$ cat config.mk
export PLATFORM = sky130hd
export DESIGN_NAME = rmcu_controller
export DESIGN_NICKNAME = d
export VERILOG_FILES = /design/src/rtl/rmcu_pkg.sv /design/src/rtl/rmcu_controller.sv
export SDC_FILE = /design/constraint.sdc
export NUM_CORES = 1
export LEC_CHECK = 0
export BUFFER_PORTS_ARGS = -buffer_cell sky130_fd_sc_hd__buf_2
export CORE_MARGIN = 5
export CORE_UTILIZATION = 29
export DETAILED_ROUTE_END_ITERATION = 7
export PLACE_DENSITY = 0.53
export SLEW_MARGIN = 0
export SYNTH_ARGS = -nofsm -noshare
export SYNTH_HDL_FRONTEND = slang
export SYNTH_SLANG_ARGS = --single-unit
$ cat constraint.sdc
create_clock -name clock -period 1.9 [get_ports clock]
set_input_delay 0.095 -clock clock [delete_from_list [all_inputs] [get_ports clock]]
set_output_delay 0.095 -clock clock [all_outputs]
set_load 0.1 [all_outputs]
$ cat src/rtl/rmcu_pkg.sv
// ---------------------------------------------------------------------------
// rmcu_pkg: shared types for the rational mediant and compare unit
// Transaction structs, controller states and the command and status bundles
// that join the controller to the datapath.
// ---------------------------------------------------------------------------
package rmcu_pkg;

   localparam int FIELD_WIDTH        = 32;
   localparam int DEFAULT_WORD_WIDTH = 32;

   typedef struct packed {
      logic signed [FIELD_WIDTH-1:0] a_num;
      logic signed [FIELD_WIDTH-1:0] a_den;
      logic signed [FIELD_WIDTH-1:0] b_num;
      logic signed [FIELD_WIDTH-1:0] b_den;
   } req_type;

   typedef struct packed {
      logic signed [FIELD_WIDTH-1:0] sum_num;
      logic signed [FIELD_WIDTH-1:0] sum_den;
      logic                          a_less_b;
      logic                          a_equals_b;
      logic                          zero_denominator;
   } rsp_type;

   typedef enum logic [3:0] {
      ST_IDLE,
      ST_SETUP,
      ST_MUL_A,
      ST_MUL_B,
      ST_GCD_INIT,
      ST_GCD_DIV,
      ST_GCD_WAIT,
      ST_QUO_DIV,
      ST_QUO_WAIT,
      ST_FINISH
   } state_type;

   typedef enum logic {
      DIV_SRC_GCD,
      DIV_SRC_QUO
   } div_src_type;

   typedef struct packed {
      logic        load;
      logic        mul_a;
      logic        mul_b;
      logic        gcd_init;
      logic        div_start;
      div_src_type div_src;
      logic        gcd_step;
      logic        quo_store;
      logic        finish;
      logic        frac_sel;
      logic [1:0]  quo_idx;
   } cmd_type;

   typedef struct packed {
      logic zero_den;
      logic div_done;
      logic rem_zero;
   } status_type;

endpackage

$ cat src/rtl/rmcu_controller.sv
// ---------------------------------------------------------------------------
// rmcu_controller: sequencer for one transaction
// Steps through load, cross-products, two Euclid loops and four reductions,
// then issues the result strobe; a zero denominator goes from setup straight to the strobe.
// ---------------------------------------------------------------------------
module rmcu_controller import rmcu_pkg::*; (
   input  logic       clock,
   input  logic       reset,
   input  logic       start,
   input  status_type status,
   output logic       busy,
   output cmd_type    cmd
);

   state_type  state_ff, state_in;
   logic       frac_sel_ff, frac_sel_in;
   logic [1:0] quo_idx_ff, quo_idx_in;

   // next state
   always_comb begin
      state_in = state_ff;
      unique case (state_ff)
         ST_IDLE:     if (start) state_in = ST_SETUP;
         ST_SETUP:    state_in = status.zero_den ? ST_FINISH : ST_MUL_A;
         ST_MUL_A:    state_in = ST_MUL_B;
         ST_MUL_B:    state_in = ST_GCD_INIT;
         ST_GCD_INIT: state_in = ST_GCD_DIV;
         ST_GCD_DIV:  state_in = ST_GCD_WAIT;
         ST_GCD_WAIT: begin
            if (status.div_done) begin
               priority if (!status.rem_zero) state_in = ST_GCD_DIV;
               else if (!frac_sel_ff)         state_in = ST_GCD_INIT;
               else                           state_in = ST_QUO_DIV;
            end
         end
         ST_QUO_DIV:  state_in = ST_QUO_WAIT;
         ST_QUO_WAIT: begin
            if (status.div_done) begin
               state_in = (quo_idx_ff == 2'd3) ? ST_FINISH : ST_QUO_DIV;
            end
         end
         ST_FINISH:   state_in = ST_IDLE;
         default:     state_in = ST_IDLE;
      endcase
   end

   // fraction and quotient counters
   always_comb begin
      frac_sel_in = frac_sel_ff;
      quo_idx_in  = quo_idx_ff;
      if (state_ff == ST_SETUP) begin
         frac_sel_in = 1'b0;
         quo_idx_in  = 2'd0;
      end
      if (state_ff == ST_GCD_WAIT && status.div_done && status.rem_zero) begin
         frac_sel_in = 1'b1;
      end
      if (state_ff == ST_QUO_WAIT && status.div_done) begin
         quo_idx_in = quo_idx_ff + 2'd1;
      end
   end

   // commands
   always_comb begin
      cmd           = '0;
      cmd.frac_sel  = frac_sel_ff;
      cmd.quo_idx   = quo_idx_ff;
      cmd.div_src   = DIV_SRC_GCD;
      unique case (state_ff)
         ST_IDLE:     cmd.load = start;
         ST_MUL_A:    cmd.mul_a = 1'b1;
         ST_MUL_B:    cmd.mul_b = 1'b1;
         ST_GCD_INIT: cmd.gcd_init = 1'b1;
         ST_GCD_DIV:  cmd.div_start = 1'b1;
         ST_GCD_WAIT: cmd.gcd_step = status.div_done;
         ST_QUO_DIV: begin
            cmd.div_start = 1'b1;
            cmd.div_src   = DIV_SRC_QUO;
         end
         ST_QUO_WAIT: cmd.quo_store = status.div_done;
         ST_FINISH:   cmd.finish = 1'b1;
         default:     cmd.load = 1'b0;
      endcase
   end

   always_ff @(posedge clock) begin
      if (reset) begin
         state_ff    <= ST_IDLE;
         frac_sel_ff <= 1'b0;
         quo_idx_ff  <= 2'd0;
      end else begin
         state_ff    <= state_in;
         frac_sel_ff <= frac_sel_in;
         quo_idx_ff  <= quo_idx_in;
      end
   end

   assign busy = (state_ff != ST_IDLE);

endmodule

==> out/qor.yml <==
die-area_um2: 2912
multiInputGateArea_um2: 370.4
io-pin-count: 19
cts_hold_buf: 0
drv_slew: 0
tritoncts: "built"
dieWidth_um: 53.97
antenna_found_initial: 0
dpl.hpwl_um: 1118
synth_area_um2: 560.5
final.period_utilization: 0.9605
coreArea_um2: 1902
cts_resized: 0
synthTopCellsByArea: "dfxtp_1 (25%), inv_1 (4.7%), nand2_1 (4.7%), a21oi_1 (3.6%), and3_1 (3.3%)"
final_net_count: 99
finalHoldViolations: 0
drive_above_1_share: 0.3297
irDropWorstVdd_mv: 0.4441
syn2layout_area_growth_pct: 26.56
critical_path_required_ns: 1.80
stdcell_area_um2: 709.4
vias: 582
cts_setup_buffers: 0
ys_ff_latch: 7
grt_usage: 0.1167
seq_area_um2: 140.1
clk-insertion-delay-late_ns: 0.26
grt_pass1_vias: 550
finClkSkew_ns: 0.004665
critPathLaunchType: "flop"
tightest_slew_ns: 0.4949
synth_ff_type: "dfxtp_1"
fp.dieH_um: 53.97
postPlaceCellArea_um2: 683.2
numClockSinks: 7
yosysSeqAreaShare: 0.2500
async_reset_ff_frac: 0
gp_congestion: 0.7457
crit_fanout: 13
synth_top_area_share: 0.2500
setup_viol: 0
initial_core_util: 0.2947
synth_common_cells: "dfxtp_1 (7), inv_1 (7), nand2_1 (7)"
avgSynthCellArea_um2: 7.575
place_inst: 114
drt_wl_total_um: 1458
setup_slack_ns: 0.07503
critPathKind: "reg -> out"
syn_inst: 74
fin_worst_hold_slack_ns: 0.1215
fp-row-count: 16
diodes: 0
cp.arrival_ns: 1.73
tns_ns: 0
syn_nets: 81
grt_pass1_wl_um: 2442
fill_cells: 211
clock.fmax_ghz: 0.5480
max_cap_violations: 0
p_per_area_nw_per_um2: 1005
yosysWarnings: 0
cts.path.max_buffers: 2
drt_iter0_markers: 13
synth_area_leader_cell: "dfxtp_1"
period_needed_ns: 1.825
routedWlPerCell_um: 12.36
utilization: 0.3730
cts_buffers: 3
port_buffers: 18
cts_max_level: 1
hp-class: "in -> reg"
synth.distinct_cells: 36
pre_cts_slack_ns: 0.3176
first_pass_iters: 4
synth_edf_count: 0
via_per_inst: 4.932
status: "finished, final reports clean"
final-instance-count-excl-fill: 118
grt-ovfl-total: 0
cts.clk_slew.worst_paths_ns: 0.06
slew-limit-headroom: 0.6696
p_leak_nw: 0.3379
finalPower_mw: 0.7133
ant_nets: 0
grt_setup_unrepaired: "false"
grt_max_degree: 16
post-route-drc-count: 0
root_buffer: "clkbuf_4"
endpoint_kind: "primary output"
-- logic make-up after synthesis --
kind of cell             Yosys count  share of synthesized area
multiplexers                       1                    0.02009
adder cells (fa/ha/maj)            2                    0.04018
AO/OA/AOI/OAI                     18                     0.2255
flip-flops                         7                     0.2500
buffers and inverters             13                     0.1094
AND/OR/NAND/NOR                   33                     0.3549
-- placed cells by master, fill, tap and decap left out, types with 3 or more instances in the layout --
master	count
clkbuf_4	3
nand3_1	3
a21oi_1	4
nor2_1	5
inv_1	7
nor3_2	3
buf_2	17
nand2b_1	3
and3_1	3
nand2_1	7
dfxtp_1	7
-- power by group --
group          internal (mW)  switching, mW  leakage [nW]  total, mW
logic                 0.0977          0.270         0.266      0.367
clock network         0.0805         0.0603        0.0150      0.141
registers              0.161         0.0441        0.0569      0.205
total                  0.339          0.374         0.338      0.713
-- critical path, stage by stage (launching register included) --
cell      delay (ns)
dfxtp_1         0.57
and4bb_2        0.33
and2_2          0.16
buf_2           0.42
-- routing by layer --
metal	up-vias	share of wire	GRT usage
met5	-	0	0
met4	0	0	0.07660
met3	0	0.070	0.02216
met2	19	0.45	0.1855
met1	264	0.48	0.1414
li1	299	-	-
-- final timing paths --
check / start / to / slack, ns / cells past startpoint
worst min register to register: quo_idx_ff[1]$_SDFFE_PP0P_ / quo_idx_ff[1]$_SDFFE_PP0P_ / 0.51 / 2
worst max register to register: state_ff[0]$_SDFFE_PP0P_ / state_ff[0]$_SDFFE_PP0P_ / 0.30 / 3
worst max-delay path: state_ff[2]$_SDFFE_PP0P_ / cmd[5] / 0.08 / 3
worst min-delay path: reset / quo_idx_ff[1]$_SDFFE_PP0P_ / 0.12 / 2
-- sequential cells by signal, indices dropped and copies added (netlist names) --
signal,count
frac_sel_ff,1
quo_idx_ff,2
state_ff,4
-- final cells by class --
type / count / share of cell area
clock buffer: 4 / 0.03704
inverter: 7 / 0.03704
multi-input combinational: 54 / 0.5220
sequential: 7 / 0.1975
tap: 27 / 0.04762
timing repair buffer: 19 / 0.1587
(Power assumes the default switching activity.)
